**src/rtl/core/bsra_pkg.sv**
```systemverilog
// Shared constants, types and helpers for the banker's safe resource allocator.
// No dependencies; every other file in rtl/core imports this package.
`default_nettype none

package bsra_pkg;

    // Sizing of the allocation problem
    localparam int CUSTOMERS      = 5;
    localparam int RESOURCE_KINDS = 4;
    localparam int COUNT_BITS     = 8;

    // Fixed field and register layout
    localparam int REG_W         = 32;
    localparam int CUST_BITS     = 3;
    localparam int AMT_BITS      = 8;
    localparam int AMOUNT_FIELDS = 4;
    localparam int CLAIM_REGS    = 5;
    localparam int NUM_REGS      = 1 + CLAIM_REGS;
    localparam int STATUS_BITS   = 3;

    // Stream payload widths, rounded up to whole bytes
    localparam int IN_RAW_W   = CUST_BITS + AMOUNT_FIELDS * AMT_BITS;
    localparam int IN_DATA_W  = ((IN_RAW_W + 7) / 8) * 8;
    localparam int OUT_DATA_W = ((STATUS_BITS + 7) / 8) * 8;

    // Configuration port
    localparam int APB_ADDR_W = $clog2(4 * NUM_REGS);
    localparam int RIDX_W     = APB_ADDR_W - 2;

    // Register indexes
    localparam int REG_INIT_AVAIL  = 0;
    localparam int REG_MAX_CLAIM_0 = 1;

    // Internal widths
    localparam int CIDX_W = (CUSTOMERS > 1) ? $clog2(CUSTOMERS) : 1;
    localparam int SUM_W  = COUNT_BITS + $clog2(CUSTOMERS + 1);
    localparam int S_W    = ((SUM_W > AMT_BITS) ? SUM_W : AMT_BITS) + 2;

    // Result codes
    localparam logic [STATUS_BITS-1:0] STAT_GRANTED    = 3'd0;
    localparam logic [STATUS_BITS-1:0] STAT_EXCEEDS    = 3'd1;
    localparam logic [STATUS_BITS-1:0] STAT_UNSAFE     = 3'd2;
    localparam logic [STATUS_BITS-1:0] STAT_BAD_CUST   = 3'd3;
    localparam logic [STATUS_BITS-1:0] STAT_RELEASED   = 3'd4;
    localparam logic [STATUS_BITS-1:0] STAT_OVER_ALLOC = 3'd5;

    // Sequencer command to every resource lane
    typedef struct packed {
        logic [CIDX_W-1:0] addr;      // customer row being read
        logic [CIDX_W-1:0] cust;      // customer of the current transaction
        logic              load_work; // seed the work vector for a safety scan
        logic              take;      // customer at addr finishes: add its trial allocation
        logic              grant;     // commit the request
        logic              retire;    // commit the release
    } lane_cmd_t;

    // What one lane found for its resource
    typedef struct packed {
        logic over_alloc; // amount above the allocation
        logic over_need;  // amount above the remaining claim
        logic over_avail; // amount above what is free
        logic fits;       // trial need of customer at addr within work
    } lane_flags_t;

    // Count of resource r from a packed register, zero beyond the register
    function automatic logic [COUNT_BITS-1:0] unpack_count(input logic [REG_W-1:0] word,
                                                           input int r);
        logic [REG_W-1:0] shifted;
        begin
            shifted = '0;
            if (r * COUNT_BITS < REG_W)
            begin
                shifted = word >> (r * COUNT_BITS);
            end
            return shifted[COUNT_BITS-1:0];
        end
    endfunction

endpackage

`default_nettype wire

```
**src/rtl/core/bankers_safe_resource_allocator_core.sv**
```systemverilog
// Top level of the banker's safe resource allocator: stream ports, APB port,
// sequencer and one lane per resource. Depends on bsra_pkg, bsra_regs,
// bsra_lane and bsra_ctrl.
`default_nettype none

// Each transaction asks for or gives back a vector of resource units for one
// customer and yields one status. A transaction is taken when the block is idle;
// in the next cycle the lanes check it against allocation, remaining claim and
// free units in parallel. Releases, bad customers and rejected requests finish
// in that check cycle. A request that passes runs the banker's safety scan, one
// customer per cycle with all resources compared at once across the lanes, for
// at most CUSTOMERS passes over CUSTOMERS customers. The result sits in an
// output register, so a new transaction is accepted while it waits. Write
// configuration only while no transaction is in flight.

module bankers_safe_resource_allocator_core
    import bsra_pkg::*;
(
    input  wire logic                  clk,
    input  wire logic                  rst_n,
    // Request/release stream
    input  wire logic                  s_tvalid,
    output logic                       s_tready,
    input  wire logic [IN_DATA_W-1:0]  s_tdata,  // customer, amount_0..amount_3
    input  wire logic                  s_tuser,  // op
    // Status stream
    output logic                       m_tvalid,
    input  wire logic                  m_tready,
    output logic      [OUT_DATA_W-1:0] m_tdata,  // status
    // Configuration port
    input  wire logic                  psel,
    input  wire logic                  penable,
    input  wire logic                  pwrite,
    input  wire logic [APB_ADDR_W-1:0] paddr,
    input  wire logic [REG_W-1:0]      pwdata,
    output logic      [REG_W-1:0]      prdata,
    output logic                       pready
);

    lane_cmd_t              cmd;
    lane_flags_t            lane_flags [RESOURCE_KINDS];
    logic [AMT_BITS-1:0]    in_amt     [RESOURCE_KINDS];
    logic [AMT_BITS-1:0]    lane_amt   [RESOURCE_KINDS];
    logic [COUNT_BITS-1:0]  lane_init  [RESOURCE_KINDS];
    logic [COUNT_BITS-1:0]  lane_max   [RESOURCE_KINDS];
    logic [REG_W-1:0]       init_word;
    logic [REG_W-1:0]       claim_word;
    logic [STATUS_BITS-1:0] status;

    bsra_regs u_regs (
        .clk        (clk),
        .rst_n      (rst_n),
        .psel       (psel),
        .penable    (penable),
        .pwrite     (pwrite),
        .paddr      (paddr),
        .pwdata     (pwdata),
        .prdata     (prdata),
        .pready     (pready),
        .claim_sel  (cmd.addr),
        .init_word  (init_word),
        .claim_word (claim_word)
    );

    bsra_ctrl u_ctrl (
        .clk        (clk),
        .rst_n      (rst_n),
        .in_valid   (s_tvalid),
        .in_ready   (s_tready),
        .in_op      (s_tuser),
        .in_cust    (s_tdata[CUST_BITS-1:0]),
        .in_amt     (in_amt),
        .lane_flags (lane_flags),
        .cmd        (cmd),
        .lane_amt   (lane_amt),
        .out_valid  (m_tvalid),
        .out_ready  (m_tready),
        .out_status (status)
    );

    // One lane per resource kind
    for (genvar r = 0; r < RESOURCE_KINDS; r++)
    begin : g_lane
        if (r < AMOUNT_FIELDS)
        begin : g_amt
            assign in_amt[r] = s_tdata[CUST_BITS + r*AMT_BITS +: AMT_BITS];
        end
        else
        begin : g_no_amt
            assign in_amt[r] = '0;
        end

        assign lane_init[r] = unpack_count(init_word, r);
        assign lane_max[r]  = unpack_count(claim_word, r);

        bsra_lane u_lane (
            .clk        (clk),
            .rst_n      (rst_n),
            .cmd        (cmd),
            .amount     (lane_amt[r]),
            .init_count (lane_init[r]),
            .max_count  (lane_max[r]),
            .flags      (lane_flags[r])
        );
    end

    assign m_tdata = OUT_DATA_W'(status);

    // The block is busy in the cycle after it takes a transaction
    assert property (@(posedge clk) disable iff (!rst_n)
        (s_tvalid && s_tready) |=> !s_tready)
        else $error("input accepted while a transaction was in progress");

    // Only defined status codes leave the block
    assert property (@(posedge clk) disable iff (!rst_n)
        m_tvalid |-> (status <= STAT_OVER_ALLOC))
        else $error("undefined status code on output");

    // A scan never starts without a fresh transaction check before it
    assert property (@(posedge clk) disable iff (!rst_n)
        cmd.load_work |-> !$past(s_tready) || $past(s_tvalid))
        else $error("safety scan started without a checked transaction");

endmodule

`default_nettype wire

```
**src/rtl/core/bsra_regs.sv**
```systemverilog
// Configuration register file with an APB-style port.
// Depends on bsra_pkg for the register map and the claim lookup width.
`default_nettype none

module bsra_regs
    import bsra_pkg::*;
(
    input  wire logic                  clk,
    input  wire logic                  rst_n,
    input  wire logic                  psel,
    input  wire logic                  penable,
    input  wire logic                  pwrite,
    input  wire logic [APB_ADDR_W-1:0] paddr,
    input  wire logic [REG_W-1:0]      pwdata,
    output logic      [REG_W-1:0]      prdata,
    output logic                       pready,
    input  wire logic [CIDX_W-1:0]     claim_sel,
    output logic      [REG_W-1:0]      init_word,
    output logic      [REG_W-1:0]      claim_word
);

    logic [REG_W-1:0]  init_reg;
    logic [REG_W-1:0]  claim_reg [CLAIM_REGS];
    logic [RIDX_W-1:0] reg_idx;
    logic              wr_en;

    assign pready  = 1'b1;
    assign reg_idx = paddr[APB_ADDR_W-1:2];
    assign wr_en   = psel && penable && pwrite && pready;

    // Store register writes
    always_ff @(posedge clk or negedge rst_n)
    begin
        if (!rst_n)
        begin
            init_reg <= '0;
            for (int i = 0; i < CLAIM_REGS; i++)
            begin
                claim_reg[i] <= '0;
            end
        end
        else if (wr_en)
        begin
            if (reg_idx == RIDX_W'(REG_INIT_AVAIL))
            begin
                init_reg <= pwdata;
            end
            for (int i = 0; i < CLAIM_REGS; i++)
            begin
                if (reg_idx == RIDX_W'(REG_MAX_CLAIM_0 + i))
                begin
                    claim_reg[i] <= pwdata;
                end
            end
        end
    end

    // Return register contents on reads
    always_comb
    begin
        prdata = '0;
        if (reg_idx == RIDX_W'(REG_INIT_AVAIL))
        begin
            prdata = init_reg;
        end
        for (int i = 0; i < CLAIM_REGS; i++)
        begin
            if (reg_idx == RIDX_W'(REG_MAX_CLAIM_0 + i))
            begin
                prdata = claim_reg[i];
            end
        end
    end

    // Select the claim of the customer row under test; no register means zero
    always_comb
    begin
        claim_word = '0;
        for (int i = 0; i < CLAIM_REGS; i++)
        begin
            if (i < CUSTOMERS && claim_sel == CIDX_W'(i))
            begin
                claim_word = claim_reg[i];
            end
        end
    end

    assign init_word = init_reg;

endmodule

`default_nettype wire

```
**src/rtl/core/bsra_lane.sv**
```systemverilog
// One resource lane: holds the allocation column and column sum of one resource,
// compares against need and available, and keeps the safety-scan work count.
// Depends on bsra_pkg.
`default_nettype none

module bsra_lane
    import bsra_pkg::*;
(
    input  wire logic                  clk,
    input  wire logic                  rst_n,
    input  wire lane_cmd_t             cmd,
    input  wire logic [AMT_BITS-1:0]   amount,
    input  wire logic [COUNT_BITS-1:0] init_count,
    input  wire logic [COUNT_BITS-1:0] max_count,
    output lane_flags_t                flags
);

    logic        [COUNT_BITS-1:0] alloc_reg [CUSTOMERS];
    logic        [SUM_W-1:0]      colsum_reg;
    logic signed [S_W-1:0]        work_reg;

    logic        [COUNT_BITS-1:0] alloc_rd;
    logic signed [S_W-1:0]        amt_s;
    logic signed [S_W-1:0]        alloc_s;
    logic signed [S_W-1:0]        max_s;
    logic signed [S_W-1:0]        avail_s;
    logic signed [S_W-1:0]        need_s;
    logic signed [S_W-1:0]        trial_s;
    logic signed [S_W-1:0]        need_trial_s;

    // Read the allocation of the addressed customer
    always_comb
    begin
        alloc_rd = '0;
        for (int i = 0; i < CUSTOMERS; i++)
        begin
            if (cmd.addr == CIDX_W'(i))
            begin
                alloc_rd = alloc_reg[i];
            end
        end
    end

    // Need, available and trial need for this resource
    assign amt_s        = S_W'(amount);
    assign alloc_s      = S_W'(alloc_rd);
    assign max_s        = S_W'(max_count);
    assign avail_s      = S_W'(init_count) - S_W'(colsum_reg);
    assign need_s       = max_s - alloc_s;
    assign trial_s      = alloc_s + ((cmd.addr == cmd.cust) ? amt_s : '0);
    assign need_trial_s = max_s - trial_s;

    assign flags.over_alloc = amt_s > alloc_s;
    assign flags.over_need  = amt_s > need_s;
    assign flags.over_avail = amt_s > avail_s;
    assign flags.fits       = need_trial_s <= work_reg;

    // Advance the work count during a scan; commit grants and releases
    always_ff @(posedge clk or negedge rst_n)
    begin
        if (!rst_n)
        begin
            for (int i = 0; i < CUSTOMERS; i++)
            begin
                alloc_reg[i] <= '0;
            end
            colsum_reg <= '0;
            work_reg   <= '0;
        end
        else
        begin
            if (cmd.load_work)
            begin
                work_reg <= avail_s - amt_s;
            end
            else if (cmd.take)
            begin
                work_reg <= work_reg + trial_s;
            end

            if (cmd.grant)
            begin
                for (int i = 0; i < CUSTOMERS; i++)
                begin
                    if (cmd.cust == CIDX_W'(i))
                    begin
                        alloc_reg[i] <= alloc_reg[i] + COUNT_BITS'(amount);
                    end
                end
                colsum_reg <= colsum_reg + SUM_W'(amount);
            end
            else if (cmd.retire)
            begin
                for (int i = 0; i < CUSTOMERS; i++)
                begin
                    if (cmd.cust == CIDX_W'(i))
                    begin
                        alloc_reg[i] <= alloc_reg[i] - COUNT_BITS'(amount);
                    end
                end
                colsum_reg <= colsum_reg - SUM_W'(amount);
            end
        end
    end

endmodule

`default_nettype wire

```
**src/rtl/core/bsra_ctrl.sv**
```systemverilog
// Sequencer: captures a transaction, merges the lane flags, runs the safety scan
// one customer per cycle and holds the result register. Depends on bsra_pkg.
`default_nettype none

module bsra_ctrl
    import bsra_pkg::*;
(
    input  wire logic                   clk,
    input  wire logic                   rst_n,
    input  wire logic                   in_valid,
    output logic                        in_ready,
    input  wire logic                   in_op,
    input  wire logic [CUST_BITS-1:0]   in_cust,
    input  wire logic [AMT_BITS-1:0]    in_amt [RESOURCE_KINDS],
    input  wire lane_flags_t            lane_flags [RESOURCE_KINDS],
    output lane_cmd_t                   cmd,
    output logic      [AMT_BITS-1:0]    lane_amt [RESOURCE_KINDS],
    output logic                        out_valid,
    input  wire logic                   out_ready,
    output logic      [STATUS_BITS-1:0] out_status
);

    localparam logic [1:0] ST_IDLE  = 2'd0;
    localparam logic [1:0] ST_CHECK = 2'd1;
    localparam logic [1:0] ST_SCAN  = 2'd2;
    localparam logic [1:0] ST_HOLD  = 2'd3;

    localparam logic [CIDX_W-1:0] LAST_IDX = CIDX_W'(CUSTOMERS - 1);

    logic [1:0]             state_reg, state_next;
    logic                   op_reg;
    logic [CUST_BITS-1:0]   cust_reg;
    logic [AMT_BITS-1:0]    amt_reg [RESOURCE_KINDS];
    logic [CIDX_W-1:0]      idx_reg, idx_next;
    logic [CUSTOMERS-1:0]   done_reg, done_next;
    logic                   progress_reg, progress_next;
    logic                   out_valid_reg, out_valid_next;
    logic [STATUS_BITS-1:0] out_status_reg, out_status_next;
    logic [STATUS_BITS-1:0] hold_status_reg, hold_status_next;

    logic                   any_over_alloc;
    logic                   any_over;
    logic                   all_fits;
    logic                   cust_ok;
    logic                   idx_done;
    logic                   take;
    logic                   progress_now;
    logic                   fin;
    logic [STATUS_BITS-1:0] fin_status;
    logic                   out_free;
    logic                   out_load;
    logic [STATUS_BITS-1:0] out_load_status;

    assign in_ready   = (state_reg == ST_IDLE);
    assign out_valid  = out_valid_reg;
    assign out_status = out_status_reg;
    assign cust_ok    = 32'(cust_reg) < CUSTOMERS;
    assign out_free   = !out_valid_reg || out_ready;

    // Merge what the lanes found
    always_comb
    begin
        any_over_alloc = 1'b0;
        any_over       = 1'b0;
        all_fits       = 1'b1;
        for (int r = 0; r < RESOURCE_KINDS; r++)
        begin
            any_over_alloc = any_over_alloc | lane_flags[r].over_alloc;
            any_over       = any_over | lane_flags[r].over_need | lane_flags[r].over_avail;
            all_fits       = all_fits & lane_flags[r].fits;
        end
    end

    // Done flag of the customer under scan
    always_comb
    begin
        idx_done = 1'b0;
        for (int i = 0; i < CUSTOMERS; i++)
        begin
            if (idx_reg == CIDX_W'(i))
            begin
                idx_done = done_reg[i];
            end
        end
    end

    assign take         = (state_reg == ST_SCAN) && !idx_done && all_fits;
    assign progress_now = progress_reg || take;

    always_comb
    begin
        for (int r = 0; r < RESOURCE_KINDS; r++)
        begin
            lane_amt[r] = amt_reg[r];
        end
    end

    // Sequence one transaction
    always_comb
    begin
        state_next       = state_reg;
        idx_next         = idx_reg;
        done_next        = done_reg;
        progress_next    = progress_reg;
        hold_status_next = hold_status_reg;
        fin              = 1'b0;
        fin_status       = STAT_GRANTED;
        out_load         = 1'b0;
        out_load_status  = STAT_GRANTED;

        cmd.cust      = CIDX_W'(cust_reg);
        cmd.addr      = (state_reg == ST_SCAN) ? idx_reg : CIDX_W'(cust_reg);
        cmd.load_work = 1'b0;
        cmd.take      = take;
        cmd.grant     = 1'b0;
        cmd.retire    = 1'b0;

        case (state_reg)
            ST_IDLE:
            begin
                if (in_valid)
                begin
                    state_next = ST_CHECK;
                end
            end
            ST_CHECK:
            begin
                if (!cust_ok)
                begin
                    fin        = 1'b1;
                    fin_status = STAT_BAD_CUST;
                end
                else if (op_reg)
                begin
                    fin = 1'b1;
                    if (any_over_alloc)
                    begin
                        fin_status = STAT_OVER_ALLOC;
                    end
                    else
                    begin
                        cmd.retire = 1'b1;
                        fin_status = STAT_RELEASED;
                    end
                end
                else if (any_over)
                begin
                    fin        = 1'b1;
                    fin_status = STAT_EXCEEDS;
                end
                else
                begin
                    cmd.load_work = 1'b1;
                    done_next     = '0;
                    idx_next      = '0;
                    progress_next = 1'b0;
                    state_next    = ST_SCAN;
                end
            end
            ST_SCAN:
            begin
                for (int i = 0; i < CUSTOMERS; i++)
                begin
                    if (idx_reg == CIDX_W'(i) && take)
                    begin
                        done_next[i] = 1'b1;
                    end
                end
                if (&done_next)
                begin
                    cmd.grant  = 1'b1;
                    fin        = 1'b1;
                    fin_status = STAT_GRANTED;
                end
                else if (idx_reg == LAST_IDX)
                begin
                    if (!progress_now)
                    begin
                        fin        = 1'b1;
                        fin_status = STAT_UNSAFE;
                    end
                    else
                    begin
                        idx_next      = '0;
                        progress_next = 1'b0;
                    end
                end
                else
                begin
                    idx_next      = idx_reg + 1'b1;
                    progress_next = progress_now;
                end
            end
            ST_HOLD:
            begin
                if (out_free)
                begin
                    out_load        = 1'b1;
                    out_load_status = hold_status_reg;
                    state_next      = ST_IDLE;
                end
            end
            default:
            begin
                state_next = ST_IDLE;
            end
        endcase

        // Hand the result to the output register, or park it while that is busy
        if (fin)
        begin
            if (out_free)
            begin
                out_load        = 1'b1;
                out_load_status = fin_status;
                state_next      = ST_IDLE;
            end
            else
            begin
                hold_status_next = fin_status;
                state_next       = ST_HOLD;
            end
        end
    end

    // Output register
    always_comb
    begin
        out_valid_next  = out_valid_reg;
        out_status_next = out_status_reg;
        if (out_load)
        begin
            out_valid_next  = 1'b1;
            out_status_next = out_load_status;
        end
        else if (out_ready)
        begin
            out_valid_next = 1'b0;
        end
    end

    always_ff @(posedge clk or negedge rst_n)
    begin
        if (!rst_n)
        begin
            state_reg       <= ST_IDLE;
            idx_reg         <= '0;
            done_reg        <= '0;
            progress_reg    <= 1'b0;
            out_valid_reg   <= 1'b0;
            out_status_reg  <= STAT_GRANTED;
            hold_status_reg <= STAT_GRANTED;
        end
        else
        begin
            state_reg       <= state_next;
            idx_reg         <= idx_next;
            done_reg        <= done_next;
            progress_reg    <= progress_next;
            out_valid_reg   <= out_valid_next;
            out_status_reg  <= out_status_next;
            hold_status_reg <= hold_status_next;
        end
    end

    // Capture the transaction payload
    always_ff @(posedge clk)
    begin
        if (in_valid && in_ready)
        begin
            op_reg   <= in_op;
            cust_reg <= in_cust;
            for (int r = 0; r < RESOURCE_KINDS; r++)
            begin
                amt_reg[r] <= in_amt[r];
            end
        end
    end

endmodule

`default_nettype wire
```
**config.mk**
```make
export PLATFORM = sky130hd
export DESIGN_NAME = bankers_safe_resource_allocator_core
export DESIGN_NICKNAME = d
export VERILOG_FILES = /design/src/rtl/core/bsra_pkg.sv /design/src/rtl/core/bankers_safe_resource_allocator_core.sv /design/src/rtl/core/bsra_regs.sv /design/src/rtl/core/bsra_lane.sv /design/src/rtl/core/bsra_ctrl.sv
export SDC_FILE = /design/constraint.sdc
export NUM_CORES = 2
export LEC_CHECK = 0
export BUFFER_PORTS_ARGS = -buffer_cell sky130_fd_sc_hd__buf_2
export CORE_ASPECT_RATIO = 1.75
export CORE_MARGIN = 8
export CORE_UTILIZATION = 60
export DETAILED_ROUTE_END_ITERATION = 10
export PLACE_DENSITY = 0.88
export SYNTH_ARGS = -nofsm -noshare
export SYNTH_HDL_FRONTEND = slang
export SYNTH_SLANG_ARGS = --single-unit
```
**constraint.sdc**
```tcl
create_clock -name clk -period 13.33 [get_ports clk]
set_clock_uncertainty 0.2 [all_clocks]
set_input_delay 1.333 -clock clk [delete_from_list [all_inputs] [get_ports clk]]
set_output_delay 1.333 -clock clk [all_outputs]
set_load 0.01 [all_outputs]
```
==> results by group <==
Outcome
  • Status: completed

Worst setup path
  • CP Class: reg -> reg
  • Critical Path End Type: register
  • Critical Path RT: 13,640 ps
  • Crit path max fanout: 27
  • Family with the most delay on the worst path: compound AO/OA/AOI/OAI gates
  • CP startpoint: u_ctrl.state_reg[0]
  • FF-to-FF Start: u_ctrl.state_reg[0]
  • Crit-path max cell delay: 880 ps
  • Startpoint types: register
  • Most frequent cell on the critical path: a21oi_1
  • Worst path arrival time: 12,700 ps
  • Slowest stage cell, crit path: xnor2_1
  • Crit path buf inv count: 5

Routing
  • Wire per inst: 23.7 um
  • Total Wirelength: 125 mm
  • Vias: 34,122
  • Residual DRC: 0
  • Via density: 6.46
  • Antenna viol nets, final: 0
  • Initial DRC count: 2,553
  • DR pass1 iterations: 6

Synth
  • FFs w/ async S/R, synth: 92.8%
  • Mean Syn Cell Area: 9.64 um^2
  • Post-synthesis sequential area ratio: 31.1%
  • Yosys Warn Count: 0
  • Yosys reg bits: 502
  • Post-Syn Instances: 4,252
  • Dominant cell type by area after synthesis: dfrtp_1
  • Synthesized cell area: 41,000 um^2
  • Synth unique cells: 90
  • Synth top area share: 28.5%
  • Post-synth top flop: dfrtp_1
  • Number of synthesized flops with an enable pin: 36
  • Main area contributors after synthesis: dfrtp_1 28%, ha_1 15%, mux2_2 6.3%

Clock network
  • Register clock-pin slew on the reported worst setup and hold paths: 70 ps
  • CTS tree: built
  • Clock insertion delay at the later pin of the skew report: 680 ps
  • Post-CTS Setup Inserts: 0
  • Clock Tree Buf Depth: 3
  • Post_cts resized: 0
  • CTS H-tree depth: 2
  • Clk sinks: 502
  • # hold bufs at CTS: 0
  • CTS Buf Count: 49
  • Clock root buffer: clkbuf_16

Power and ir drop
  • Highest ir drop seen on vdd: 0.000140 V
  • Clock power share: 14.5%
  • Switching Share: 47.1%
  • Gate power share: 64.8%
  • LEAKAGE: 22.1 nW
  • Seq pwr share: 20.7%
  • P per Cell Area: 235 nW/um^2
  • Pint: 5.53 mW
  • Sw Pwr: 4.92 mW

Finish
  • Commonest non-fill, non-tap cell in the layout: ha_1
  • Share of cells above drive strength 1: 13.4%
  • Core Util, Final: 65.4%
  • Area delta synth->final: 8.51%
  • Most frequent cells in the layout: 506 x ha_1, 466 x dfrtp_1, 405 x nand2_1
  • Register Area: 12,700 um^2
  • Area occupied by multi-input gates: 26,500 um^2
  • Final Net Count: 4,967
  • Filler cells: 5,211
  • Cell Count, Final, Fillers Out: 5,279

Floorplanning
  • Chip width: 214 um
  • Top Ports: 128
  • Core box area: 68,000 um^2
  • Rows: 127
  • Die span in y: 362 um
  • Starting Density: 60.3%
  • Die area: 77,300 um^2

Global routing
  • First-pass GRT wire length: 194 mm
  • Tot GR Track Use: 32.4%
  • Largest net degree at the start of global routing: 176
  • Initial antenna violation count: 9
  • GRT Residual Overflow: 0
  • Vias in the first global route: 36,148

Timing
  • Max Slew Vio Count: 0
  • RSZ-0062 raised after global routing: false
  • Maximum clock frequency: 0.0807 GHz
  • Worst-Margin Slew: 1310 ps
  • Crit path time final: 12,390 ps
  • Final hold vios: 0
  • Relative slew slack: 12.6%
  • Final Setup Violations: 0
  • Fin Setup TNS: 0 ps
  • Final period utilization: 92.9%

Place
  • Port Buffers: 114
  • Placed cells: 5,180
  • Dpl hpwl: 91.5 mm
  • Routability cong.: 0.983

Worst hold path
  • Hold WC Path Type: reg -> reg
  • Hold_sp: g_lane[0].u_lane.alloc_reg[7]

Job
  • Maxcap violations: 0
[per-layer routing]
layer	part of all wire [%]	global-route usage, %
met1	33	32.5
met2	48	54.0
met3	7.5	7.03
met4	11	31.9
met5	0.0096	0
[area by class of cell]
cell class	count	area share, %
multi-input cells	3254	59.5
flip-flops and latches	502	28.6
clock buffers	62	3.00
inverters	341	2.88
repair buffers	180	2.57
well taps	903	2.54
clock inverters	28	0.802
diodes	9	0.0506
[worst paths after layout]
kind	end	slack (ps)	cells after the start
max in group asynchronous	g_lane[0].u_lane.colsum_reg[1]	10930	2
hold reg to reg	g_lane[0].u_lane.alloc_reg[7]	270	1
setup / recovery	g_lane[1].u_lane.colsum_reg[10]	940	44
hold / removal	g_lane[0].u_lane.alloc_reg[7]	270	1
min in group asynchronous	g_lane[3].u_lane.colsum_reg[2]	510	1
setup reg to reg	g_lane[1].u_lane.colsum_reg[10]	940	44
[power by group through the flow]
stage / logic, mW / clock network [mW] / registers [mW]
floorplan: 4.99 / 0 / 2.04
global placement: 6.32 / 0 / 2.14
detailed placement: 6.58 / 0 / 2.16
CTS: 6.65 / 1.51 / 2.14
global route: 7.45 / 1.57 / 2.18
finish: 6.77 / 1.51 / 2.16
[per-stage QoR]
stage | instance area [um^2] | total power, mW | setup slack (ps) | hold WS, ps
5_1_grt | 44500 | 11.2 | 454 | 289
6_report | 44500 | 10.4 | 940 | 274
3_3_place_gp | 42800 | 8.46 | 1690 | 256
2_1_floorplan | 41000 | 7.03 | 2560 | 241
3_5_place_dp | 42800 | 8.74 | 1400 | 263
4_1_cts | 44500 | 10.3 | 1290 | 273
[cells by family after synthesis]
| group | synth area share, % |
|---|---|
| compound gates | 16.6 |
| fa+ha+maj | 17.8 |
| mux | 10.9 |
| buf+inv | 4.74 |
| simple gates | 10.2 |
| flops | 31.1 |
| xor+xnor | 8.57 |
| other cells | 0.0183 |
[cells in the mapped netlist (4+ instances only)]
library cell and count:
nand4_1 24, a22oi_1 5, inv_1 341, or4_1 10
mux4_2 52, fa_1 48, edfxtp_1 36, nand2_1 407
nor4_1 13, xor2_1 93, nor2b_1 53, a22o_1 31
o221ai_1 15, and3_1 5, a21o_1 190, and2_1 36
a21oi_1 301, nor3_1 33, mux2_2 228, nand2b_1 35
a2bb2oi_1 4, a32o_1 16, o22ai_1 27, o21ai_0 247
mux2i_1 69, and4_1 4, buf_2 12, o21a_1 38
nor2_1 151, dfrtp_1 466, o31ai_1 7, clkbuf_1 113
nand3_1 98, buf_1 21, buf_4 12, a211oi_1 24
a31oi_1 20, ha_1 506, xnor3_1 18, o21bai_1 86
a41oi_1 5, or3_1 11, xnor2_1 262, a32oi_1 15
(Power assumes the default switching activity.)
